File: src/design/acia_pkg.sv
// Package with the opcodes, register bit positions and constants of the serial ACIA register model.
package acia_pkg;

  localparam int unsigned CNT_W = 5;
  localparam int unsigned HOST_DEPTH_DEF = 1;

  typedef enum logic [2:0] {
    OP_BUS_READ  = 3'd0,
    OP_BUS_WRITE = 3'd1,
    OP_HOST_PUT  = 3'd2,
    OP_HOST_TAKE = 3'd3,
    OP_UPDATE    = 3'd4
  } op_e;

  localparam logic       SEL_CTRL = 1'b0;

  localparam int unsigned ST_RX_FULL_BIT  = 0;
  localparam int unsigned ST_TX_EMPTY_BIT = 1;
  localparam int unsigned ST_IRQ_BIT      = 7;

  localparam logic [7:0] ST_AFTER_RESET  = 8'h02;
  localparam logic [7:0] CR_RX_IRQ_EN    = 8'h80;
  localparam logic [7:0] CR_TX_IRQ_MASK  = 8'h60;
  localparam logic [7:0] CR_TX_IRQ_VAL   = 8'h20;
  localparam logic [7:0] CR_MASTER_RESET = 8'h03;
  localparam logic [7:0] EMPTY_TAKE      = 8'hFF;

endpackage

File: src/design/serial_acia_register_model_core.sv
// Top level of the serial ACIA register model with its host-side byte stacks.
// The block takes one beat per clock cycle and answers each beat with exactly one result beat,
// shown in the following cycle. All state (control, status, both data registers and the two last-in
// first-out host stacks of HOST_DEPTH entries) is updated at the edge that accepts the beat,
// and the result is held in an output register. A new beat is taken whenever that register is
// empty or being emptied in the same cycle, so throughput is one beat per cycle unless the
// result side stalls. No clearing pass is needed after reset.
module serial_acia_register_model_core
  import acia_pkg::*;
#(
  parameter int unsigned HOST_DEPTH = HOST_DEPTH_DEF
) (
  input  logic             clk_i,
  input  logic             rst_ni,
  input  logic             in_valid_i,
  output logic             in_stall_o,
  input  logic [2:0]       opcode_i,
  input  logic             reg_select_i,
  input  logic [7:0]       data_in_i,
  output logic             out_valid_o,
  input  logic             out_stall_i,
  output logic [7:0]       read_data_o,
  output logic [7:0]       host_data_o,
  output logic             irq_o,
  output logic [CNT_W-1:0] host_bytes_waiting_o,
  output logic             host_full_o
);

  localparam int unsigned IdxW = (HOST_DEPTH > 1) ? $clog2(HOST_DEPTH) : 1;
  localparam logic [CNT_W-1:0] DepthC = CNT_W'(HOST_DEPTH);

  logic [7:0]       ctrl_q, ctrl_d;
  logic [7:0]       status_q, status_d;
  logic [7:0]       rx_data_q, rx_data_d;
  logic [7:0]       tx_data_q, tx_data_d;
  logic [CNT_W-1:0] in_cnt_q, in_cnt_d;
  logic [CNT_W-1:0] out_cnt_q, out_cnt_d;
  logic [7:0]       in_stack_q [HOST_DEPTH];
  logic [7:0]       out_stack_q [HOST_DEPTH];

  logic             out_valid_q;
  logic [7:0]       read_data_q, read_data_d;
  logic [7:0]       host_data_q, host_data_d;
  logic             irq_q;
  logic [CNT_W-1:0] waiting_q;
  logic             full_q;

  logic             in_fire;
  logic             in_push, out_push;
  logic [CNT_W-1:0] in_cnt_dec, out_cnt_dec;
  logic [7:0]       in_top, out_top;
  logic             rx_irq_on, tx_irq_on;

  assign in_stall_o = out_valid_q && out_stall_i;
  assign in_fire    = in_valid_i && !in_stall_o;

  assign in_cnt_dec  = in_cnt_q - CNT_W'(1);
  assign out_cnt_dec = out_cnt_q - CNT_W'(1);
  assign in_top      = in_stack_q[in_cnt_dec[IdxW-1:0]];
  assign out_top     = out_stack_q[out_cnt_dec[IdxW-1:0]];
  assign rx_irq_on   = (ctrl_q & CR_RX_IRQ_EN) != 8'h00;
  assign tx_irq_on   = (ctrl_q & CR_TX_IRQ_MASK) == CR_TX_IRQ_VAL;

  always_comb begin
    ctrl_d      = ctrl_q;
    status_d    = status_q;
    rx_data_d   = rx_data_q;
    tx_data_d   = tx_data_q;
    in_cnt_d    = in_cnt_q;
    out_cnt_d   = out_cnt_q;
    read_data_d = 8'h00;
    host_data_d = 8'h00;
    in_push     = 1'b0;
    out_push    = 1'b0;
    unique case (opcode_i)
      OP_BUS_READ: begin
        if (reg_select_i == SEL_CTRL) begin
          read_data_d = status_q;
        end else begin
          status_d[ST_RX_FULL_BIT] = 1'b0;
          if (rx_irq_on) begin
            status_d[ST_IRQ_BIT] = 1'b0;
          end
          read_data_d = rx_data_q;
        end
      end
      OP_BUS_WRITE: begin
        if (reg_select_i == SEL_CTRL) begin
          ctrl_d = data_in_i;
          if ((data_in_i & CR_MASTER_RESET) == CR_MASTER_RESET) begin
            status_d  = ST_AFTER_RESET;
            rx_data_d = 8'h00;
            tx_data_d = 8'h00;
          end
        end else begin
          tx_data_d                 = data_in_i;
          status_d[ST_TX_EMPTY_BIT] = 1'b0;
          if (tx_irq_on) begin
            status_d[ST_IRQ_BIT] = 1'b0;
          end
        end
      end
      OP_HOST_PUT: begin
        if (in_cnt_q < DepthC) begin
          in_push  = 1'b1;
          in_cnt_d = in_cnt_q + CNT_W'(1);
        end
      end
      OP_HOST_TAKE: begin
        if (out_cnt_q != '0) begin
          out_cnt_d   = out_cnt_dec;
          host_data_d = out_top;
        end else begin
          host_data_d = EMPTY_TAKE;
        end
      end
      OP_UPDATE: begin
        if (!status_q[ST_RX_FULL_BIT] && in_cnt_q != '0) begin
          in_cnt_d                 = in_cnt_dec;
          rx_data_d                = in_top;
          status_d[ST_RX_FULL_BIT] = 1'b1;
          if (rx_irq_on) begin
            status_d[ST_IRQ_BIT] = 1'b1;
          end
        end
        if (!status_q[ST_TX_EMPTY_BIT] && out_cnt_q < DepthC) begin
          out_push                  = 1'b1;
          out_cnt_d                 = out_cnt_q + CNT_W'(1);
          status_d[ST_TX_EMPTY_BIT] = 1'b1;
          if (tx_irq_on) begin
            status_d[ST_IRQ_BIT] = 1'b1;
          end
        end
      end
      default: begin
      end
    endcase
  end

  always_ff @(posedge clk_i or negedge rst_ni) begin
    if (!rst_ni) begin
      ctrl_q      <= 8'h00;
      status_q    <= ST_AFTER_RESET;
      rx_data_q   <= 8'h00;
      tx_data_q   <= 8'h00;
      in_cnt_q    <= '0;
      out_cnt_q   <= '0;
      out_valid_q <= 1'b0;
    end else begin
      if (in_fire) begin
        ctrl_q    <= ctrl_d;
        status_q  <= status_d;
        rx_data_q <= rx_data_d;
        tx_data_q <= tx_data_d;
        in_cnt_q  <= in_cnt_d;
        out_cnt_q <= out_cnt_d;
      end
      if (in_fire) begin
        out_valid_q <= 1'b1;
      end else if (!out_stall_i) begin
        out_valid_q <= 1'b0;
      end
    end
  end

  always_ff @(posedge clk_i) begin
    if (in_fire && in_push) begin
      in_stack_q[in_cnt_q[IdxW-1:0]] <= data_in_i;
    end
    if (in_fire && out_push) begin
      out_stack_q[out_cnt_q[IdxW-1:0]] <= tx_data_q;
    end
    if (in_fire) begin
      read_data_q <= read_data_d;
      host_data_q <= host_data_d;
      irq_q       <= status_d[ST_IRQ_BIT];
      waiting_q   <= out_cnt_d;
      full_q      <= in_cnt_d >= DepthC;
    end
  end

  assign out_valid_o          = out_valid_q;
  assign read_data_o          = read_data_q;
  assign host_data_o          = host_data_q;
  assign irq_o                = irq_q;
  assign host_bytes_waiting_o = waiting_q;
  assign host_full_o          = full_q;

  // The stack fill counts never pass the stack depth.
  assert property (@(posedge clk_i) disable iff (!rst_ni)
    (in_cnt_q <= DepthC) && (out_cnt_q <= DepthC))
    else $error("host stack count beyond depth");

  // Only the receive full, transmit empty and interrupt bits of the status register are used.
  assert property (@(posedge clk_i) disable iff (!rst_ni) status_q[6:2] == 5'b00000)
    else $error("unused status bit set");

  // A take from a non-empty outbound stack removes exactly one byte.
  assert property (@(posedge clk_i) disable iff (!rst_ni)
    (in_fire && opcode_i == OP_HOST_TAKE && out_cnt_q != '0)
    |=> out_cnt_q == $past(out_cnt_q) - CNT_W'(1))
    else $error("host take did not pop one byte");

  // A result beat reports the outbound count left by the beat that produced it.
  assert property (@(posedge clk_i) disable iff (!rst_ni)
    in_fire |=> (out_valid_o && host_bytes_waiting_o == out_cnt_q))
    else $error("result count differs from stack state");

endmodule

File: config.mk
export PLATFORM = sky130hd
export DESIGN_NAME = serial_acia_register_model_core
export DESIGN_NICKNAME = d
export VERILOG_FILES = /design/src/design/acia_pkg.sv /design/src/design/serial_acia_register_model_core.sv
export SDC_FILE = /design/constraint.sdc
export NUM_CORES = 1
export LEC_CHECK = 0
export BUFFER_PORTS_ARGS = -buffer_cell sky130_fd_sc_hd__buf_2
export CORE_MARGIN = 3
export CORE_UTILIZATION = 50
export DETAILED_ROUTE_END_ITERATION = 6
export PLACE_DENSITY = 0.71
export SLEW_MARGIN = 20
export SYNTH_ARGS = -nofsm -noshare
export SYNTH_HDL_FRONTEND = slang
export SYNTH_SLANG_ARGS = --single-unit
File: constraint.sdc
create_clock -name clk_i -period 2.3 [get_ports clk_i]
set_input_delay 0.46 -clock clk_i [delete_from_list [all_inputs] [get_ports clk_i]]
set_output_delay 0.46 -clock clk_i [all_outputs]
set_load 0.02 [all_outputs]
# Yosys cells after proc, flatten, opt, wreduce, memory -nomap -nowiden
# Memories as Yosys holds them, arrays and structs flattened.
# Index checks and enable logic that the tools add are counted.
[totals] mem_count=2 word_cells=99 input_bits=16 ram_bits=16 regBits=61
[op_classes] n_eq_ne=13 add_sub_neg=4 n_reduce_logical=21 magnitude_cmp=3 bitwise=1 mux=40
[memory_table] memory="in_stack_q" words=1 word_bits=8 read_ports=1 rd_clocked_by_memory_dff=0 write_ports=1 line="serial_acia_register_model_core.sv:38" source="logic [7:0] in_stack_q [HOST_DEPTH];"
[memory_table] memory="out_stack_q" words=1 word_bits=8 read_ports=1 rd_clocked_by_memory_dff=0 write_ports=1 line="serial_acia_register_model_core.sv:39" source="logic [7:0] out_stack_q [HOST_DEPTH];"
[ops] cell="$mux W8" n=7
[ops] cell="$mux W1" n=23
[ops] cell="$mux W5" n=4
[ops] cell="$pmux W5 S2" n=2
[ops] cell="$pmux W8 S2" n=1
[ops] cell="$add A5 B1 Y5 const B" n=2
[ops] cell="$lt A5 B1 Y1 const B" n=2
[ops] cell="$ne A2 B2 Y1 const B" n=5
[ops] cell="$reduce_bool A5 Y1" n=2
[ops] cell="$sub A5 B1 Y5 const B" n=2
[ops] cell="$eq A3 B2 Y1 const B" n=2
[ops] cell="$logic_and A1 B1 Y1" n=6
[ops] cell="$pmux W1 S3" n=2
[ops] cell="$reduce_and A3 Y1" n=2
[ops] cell="$reduce_and A6 Y1" n=1
[ops] cell="$ge A5 B1 Y1 const B" n=1
[ops] cell="$reduce_and A5 Y1" n=1
[ops] cell="$reduce_and A4 Y1" n=1
[ops] cell="$reduce_bool A2 Y1" n=2
[ops] cell="$eq A3 B1 Y1 const B" n=1
[ops] cell="$eq A3 B3 Y1 const B" n=1
[ops] cell="$logic_not A1 Y1" n=3
[ops] cell="$logic_not A3 Y1" n=1
[ops] cell="$ne A3 B3 Y1 const B" n=1
[ops] cell="other kinds (7)" n=7

# Longest topological paths before layout
# Gate-level depths: netlist of run 1.
[depth] word_depth=7 mapped_depth=7

# Least setup slack after synthesis of run 1
# OpenSTA, ideal clock, no wires.
[synth_timing] path_type="in2reg" from="input port opcode_i[1]" to="memory out_stack_q[0][0] (enable)" path_buffers=2 path_stages=4 slack_ns=-0.127 arrival_ns=2.029 cell_sequence="buf_6 -> or3b_1 -> buf_6 -> nor4_1"
[synth_between] elab_chain_len=5
[synth_rtl] item="start: declaration" line="serial_acia_register_model_core.sv:17" source="input logic [2:0] opcode_i,"
[synth_rtl] item="$eq A3 B3 Y1" line="serial_acia_register_model_core.sv:75" source="unique case (opcode_i)"
[synth_rtl] item="$mux W1" line="serial_acia_register_model_core.sv:75"
[synth_rtl] item="$logic_and A1 B1 Y1" line="serial_acia_register_model_core.sv:170" source="if (in_fire && out_push) begin"
[synth_rtl] item="$mux W1" line="serial_acia_register_model_core.sv:170"
[synth_rtl] item="$mux W1 (not written as such)" line="serial_acia_register_model_core.sv:171" source="out_stack_q[out_cnt_q[IdxW-1:0]] <= tx_data_q;"
[synth_rtl] item="end: declaration" line="serial_acia_register_model_core.sv:39"
# No other way between the ends.

# Final worst setup path of run 1
[layout_timing] from="register in_cnt_q[1]" to="memory in_stack_q[0][1] (enable)"
[layout_between] elab_chain_len=6
[layout_rtl] item="start: declaration" line="serial_acia_register_model_core.sv:36" source="logic [CNT_W-1:0] in_cnt_q, in_cnt_d;"
[layout_rtl] item="start signal: assignment" line="serial_acia_register_model_core.sv:155" source="in_cnt_q <= in_cnt_d;"
[layout_rtl] item="$lt A5 B1 Y1" line="serial_acia_register_model_core.sv:104" source="if (in_cnt_q < DepthC) begin"
[layout_rtl] item="$mux W1" line="serial_acia_register_model_core.sv:104"
[layout_rtl] item="$mux W1" line="serial_acia_register_model_core.sv:75"
[layout_rtl] item="$logic_and A1 B1 Y1" line="serial_acia_register_model_core.sv:167" source="if (in_fire && in_push) begin"
[layout_rtl] item="$mux W1" line="serial_acia_register_model_core.sv:167"
[layout_rtl] item="$mux W1 (not written as such)" line="serial_acia_register_model_core.sv:168" source="in_stack_q[in_cnt_q[IdxW-1:0]] <= data_in_i;"
[layout_rtl] item="end: declaration" line="serial_acia_register_model_core.sv:38"
# No other way between the ends.

==> flow_summary.json, run 1 <==
{
  "detail_route.wl_per_cell_um": 15.7,
  "fin_crit_sh": 0.867,
  "ys_seq_elements": 72,
  "coreArea_mm2": 0.00599,
  "cts_tree": "yes",
  "place.gp.congestion": 0.799,
  "ios": 41,
  "synth_common_cells": "edfxtp_1, nor2_1, dfrtp_1",
  "setup_viol": 0,
  "fmax_mhz": 501,
  "crit_fanout": 8,
  "die_h_um": 85.3,
  "start_kind": "flip-flop",
  "grt_pass1_wl_mm": 10.1,
  "outcome": "finished, final reports clean",
  "port_buffers": 40,
  "dieArea_mm2": 0.00727,
  "clkSlewWorstSetupHoldPaths_ns": 0.07,
  "setup_tns_ns": 0,
  "area_growth_syn_to_layout_pct": 14.8,
  "cts_buffer_depth": 2,
  "placed_cell_area_mm2": 0.00344,
  "grt_max_degree": 34,
  "drive_above_1_share": 0.289,
  "clkLatencyLatePin_ns": 0.34,
  "drt-total-wl_mm": 5.79,
  "postCtsSetupBuffers": 0,
  "grt_pass1_vias": 1998,
  "post-route-min-period_ns": 1.99,
  "worst-setup-path-type": "flip-flop to flip-flop",
  "first_pass_iters": 4,
  "yosysSeqAreaShare": 0.636,
  "p_leak_nw": 1.54,
  "rsz0062_at_grt": "false",
  "cap_violations": 0,
  "antenna_found_initial": 0,
  "postSynthCellCount": 241,
  "hp-class": "input pin to asynchronous set/reset pin",
  "routed_via_density": 5.48,
  "yosys-top-cells-area": "edfxtp_1, dfrtp_1, a22o_1",
  "drt_iter0_drc": 137,
  "synthArstFlopShare": 0.458,
  "grtUsageTotal": 0.183,
  "cp.required_ns": 2.35,
  "syn_area_mm2": 0.00314,
  "endpoint_kind": "flip-flop",
  "n_antenna_cell": 0,
  "rows": 28,
  "synth_fp_nets": 261,
  "cts_root_buffer": "clkbuf_8",
  "synth_edf_count": 39,
  "ctsHoldBuffers": 0,
  "fin_worst_skew_ns": 0.00541,
  "hold_viol": 0,
  "ys.flop_type": "edfxtp_1",
  "yosysWarnings": 0,
  "chipWidth_um": 85.3,
  "cts-resized-gates": 0,
  "power_density_mw_per_mm2": 983,
  "dp_hpwl_mm": 4.14,
  "layout.nets": 309,
  "drc_errors": 0,
  "antenna_left": 0,
  "num_vias": 2023,
  "worst_pin_slew_ns": 0.752,
  "relSlewSlack": 0.499,
  "h-tree-depth": 3,
  "overflow": 0,
  "avgSynthCellArea_um2": 13.0,
  "cts_inserted_buffers": 9,
  "synth_top_area_frac": 0.373,
  "r2r_cells": 4,
  "arrival_ns": 2.04,
  "design_area_mm2": 0.00361,
  "ir_worst_vdd_v": 0.000492,
  "initial_utilization": 0.524,
  "numClockSinks": 72,
  "synth_top_cell_by_area": "edfxtp_1",
  "synthDistinctLibCells": 51,
  "drv_slew": 0,
  "yosysMostFrequentCell": "edfxtp_1"
}
-- power by group --
group          leakage, nW  internal (mW)  switching [mW]
Combinational        0.673          0.393           0.470
Clock               0.0854          0.390           0.470
Sequential           0.783           1.62           0.206
-- layout make-up --
type	count	area [um2]
Clock inverter	7	47.5
Timing Repair Buffer	50	275
Clock buffer	9	124
Inverter	7	26.3
Tap cell	75	93.8
Fill cell	488	2380
Sequential cell	72	2000
Multi-Input combinational cell	149	1040
-- path summary, 6_finish.rpt --
check / startpoint / endpoint / slack, ns
min in group clk_i: data_in_i[2] / in_stack_q[0][2] / 0.32
max: in_cnt_q[1] / in_stack_q[0][1] / 0.31
min: rst_ni / in_cnt_q[2] / 0.18
max reg2reg: in_cnt_q[1] / in_stack_q[0][1] / 0.31
max in group asynchronous: rst_ni / status_q[0] / 1.63
min reg2reg: tx_data_q[3] / out_stack_q[0][3] / 0.47
-- cell usage in the layout (no fill, tap or decap), drive strengths merged, types with 4 or more instances in the layout --
master | synthesis | layout
a22o | 17 | 17
inv | 7 | 8
or3 | 5 | 5
nor2 | 33 | 33
nand2 | 11 | 11
o31ai | 5 | 5
clkinv | 0 | 4
edfxtp | 39 | 39
ha | 4 | 4
mux2i | 4 | 4
nor3 | 7 | 7
or2 | 4 | 4
clkbuf | 6 | 9
dfrtp | 32 | 32
buf | 7 | 50
o21ai | 8 | 8
and3 | 6 | 6
-- cell families (layout without fill, tap and decap cells) --
| logic type | Yosys count | in the layout | synth area share |
|---|---|---|---|
| flops | 72 | 72 | 0.636 |
| mux | 7 | 7 | 0.0235 |
| compound gates | 47 | 47 | 0.117 |
| fa+ha+maj | 4 | 4 | 0.0159 |
| simple gates | 90 | 90 | 0.168 |
| xor+xnor | 1 | 1 | 0.00518 |
| buf+inv | 20 | 73 | 0.0342 |
-- worst max-delay path, stage by stage (launching register included) --
cell and delay, ns:
dfrtp_1 0.42, or4b_4 0.56, or4_4 0.45, nor2_1 0.11, buf_4 0.17
-- through the flow --
stage | setup WS [ns] | cells | util | hold slack (ns) | total power [mW]
3_3_place_gp | 0.152 | 353 | 0.574 | 0.445 | 2.68
3_5_place_dp | 0.120 | 353 | 0.574 | 0.447 | 2.71
4_1_cts | 0.297 | 369 | 0.602 | 0.206 | 3.58
5_1_grt | 0.240 | 369 | 0.602 | 0.241 | 3.78
2_1_floorplan | 0.0169 | 241 | - | 0.164 | 2.46
6_report | 0.305 | 369 | 0.602 | 0.176 | 3.55
-- routing by layer --
layer / track usage / part of all wire
met5: 0 / 0
met4: 0.0719 / 0.0073
met3: 0.0534 / 0.054
met2: 0.278 / 0.48
met1: 0.248 / 0.46
-- flip-flops by register name (all words and copies together) (netlist names), 3 cells and up --
| register | count |
|---|---|
| tx_data_q | 8 |
| in_stack_q | 8 |
| out_stack_q | 8 |
| host_data_o | 8 |
| read_data_o | 8 |
| in_cnt_q | 5 |
| status_q | 3 |
| rx_data_q | 8 |
| out_cnt_q | 5 |
| ctrl_q | 3 |
| host_bytes_waiting_o | 5 |
Power figures use the tool's default switching activity.
==> run 2: changes to the inputs <==
GPL_TIMING_DRIVEN = 0   (was not set)
==> run 2 against run 1 <==
Flip-flop and latch count did not move. Worst hold slack got worse by 0.0054 ns. Highest routed layer unchanged. Die area did not move. Clock-buffer cell count rose by 1. Sequential power barely moved.
==> flow_summary.json, run 2 (synthesized netlist as in run 1, its figures left out) <==
{
  "port_buffers": 39,
  "dp_slack_ns": -0.344,
  "arrival_ns": 2.17,
  "post-route-min-period_ns": 2.17,
  "grt_pass1_wl_mm": 9.85,
  "power_density_mw_per_mm2": 1010,
  "cts_root_buffer": "clkbuf_8",
  "grt_pass1_vias": 1988,
  "final_common_cell": "buf_2",
  "worst_pin_slew_ns": 0.756,
  "fin_crit_sh": 0.945,
  "fin_util": 0.608,
  "p_int_mw": 2.51,
  "endpoint_kind": "flip-flop",
  "initial_utilization": 0.524,
  "whs_ns": 0.171,
  "dp_hpwl_mm": 4.17,
  "grt_max_degree": 34,
  "h-tree-depth": 3,
  "fin_worst_skew_ns": 0.00906,
  "drt_iter0_drc": 132,
  "drt-total-wl_mm": 5.95,
  "clock_power_share": 0.268,
  "detail_route.wl_per_cell_um": 16.0,
  "chipWidth_um": 85.3,
  "crit_fanout": 8,
  "p_seq_frac": 0.491,
  "ios": 41,
  "rsz0062_at_grt": "false",
  "dieArea_mm2": 0.00727,
  "p_leak_nw": 1.55,
  "first_pass_iters": 4,
  "layout_setup_ws_ns": 0.126,
  "drc_errors": 0,
  "power_switching_mw": 1.16,
  "cts_tree": "yes",
  "cts_inserted_buffers": 9,
  "drv_slew": 0,
  "clkSlewWorstSetupHoldPaths_ns": 0.08,
  "start_kind": "flip-flop",
  "cp.required_ns": 2.30,
  "area_growth_syn_to_layout_pct": 16.0,
  "layout_common_cells": "buf_2, edfxtp_1, nor2_1, dfrtp_1, a22o_1",
  "cts_buffer_depth": 2,
  "place.gp.congestion": 0.826,
  "power.share.switching": 0.316,
  "grtUsageTotal": 0.179,
  "worst-setup-path-type": "flip-flop to flip-flop",
  "antenna_found_initial": 0,
  "outcome": "finished, final reports clean",
  "coreArea_mm2": 0.00599,
  "power_frac_comb": 0.241,
  "num_vias": 2087,
  "fmax_mhz": 460,
  "numClockSinks": 72,
  "antenna_left": 0,
  "n_antenna_cell": 0,
  "hold_viol": 0,
  "setup_tns_ns": 0,
  "die_h_um": 85.3,
  "ctsHoldBuffers": 0,
  "hp-class": "input pin to asynchronous set/reset pin",
  "relSlewSlack": 0.496,
  "cap_violations": 0,
  "overflow": 0,
  "routed_via_density": 5.63,
  "layout.nets": 311,
  "drive_above_1_share": 0.274,
  "setup_viol": 0,
  "clkLatencyLatePin_ns": 0.35,
  "ir_worst_vdd_v": 0.000491,
  "rows": 28
}
-- run 2: cell types whose count changed in the layout (fill, tap and decap cells not counted), moves of 2 or more --
cell | before | now
buf_4 | 10 | 0
clkbuf_1 | 0 | 6
buf_6 | 0 | 4
clkinv_2 | 3 | 1
-- run 2: critical path, stage by stage, from the launching register on --
cell and delay [ns]:
dfrtp_1 0.42, or4b_4 0.56, or4_4 0.47, nor2_2 0.37
-- run 2: final cells by class --
| cell class | count | area (um2) |
|---|---|---|
| plain buffers | 13 | 82.6 |
| fillers | 490 | 2350 |
| multi-input cells | 149 | 1050 |
| flip-flops and latches | 72 | 2000 |
| well taps | 75 | 93.8 |
| clock buffers | 10 | 128 |
| repair buffers | 39 | 195 |
| inverters | 7 | 26.3 |
| clock inverters | 6 | 67.6 |
-- run 2: through the flow --
| stage | std cells | area [um2] | total power [mW] |
|---|---|---|---|
| 3_5_place_dp | 355 | 3440 | 2.70 |
| 2_1_floorplan | 241 | 3150 | 2.46 |
| 5_1_grt | 371 | 3640 | 3.89 |
| 4_1_cts | 371 | 3640 | 3.69 |
| 3_3_place_gp | 355 | 3440 | 2.67 |
| 6_report | 371 | 3640 | 3.67 |
-- run 2: path summary, 6_finish.rpt --
kind | from | end | slack, ns | cells after the start
max | in_cnt_q[1] | in_stack_q[0][1] | 0.13 | 3
max reg2reg | in_cnt_q[1] | in_stack_q[0][1] | 0.13 | 3
min in group clk_i | data_in_i[4] | in_stack_q[0][4] | 0.31 | 1
min | rst_ni | in_cnt_q[4] | 0.17 | 1
max in group asynchronous | rst_ni | status_q[0] | 1.64 | 1
min reg2reg | tx_data_q[3] | out_stack_q[0][3] | 0.45 | 0
-- run 2: power groups by stage --
stage          logic, mW  clock network, mW  registers, mW
3_5_place_dp       0.879                  0           1.83
2_1_floorplan      0.643                  0           1.82
5_1_grt            0.994               1.06           1.83
6_report           0.886              0.983           1.80
3_3_place_gp       0.859                  0           1.82
4_1_cts            0.892               1.00           1.80
-- run 2: what timing repair did --
item / 4_1_cts / 5_1_grt
setup buffers: 0 / 0
resized for setup: 2 / 0
endpoints found under the setup margin: 16 / 0
-- run 2: routing by layer --
layer  share of wire  vias up  GRT usage
met5               0        -          0
met4           0.018        0     0.0835
met1            0.46     1017      0.251
li1                -     1001          -
met3           0.051       10     0.0437
met2            0.47       59      0.263
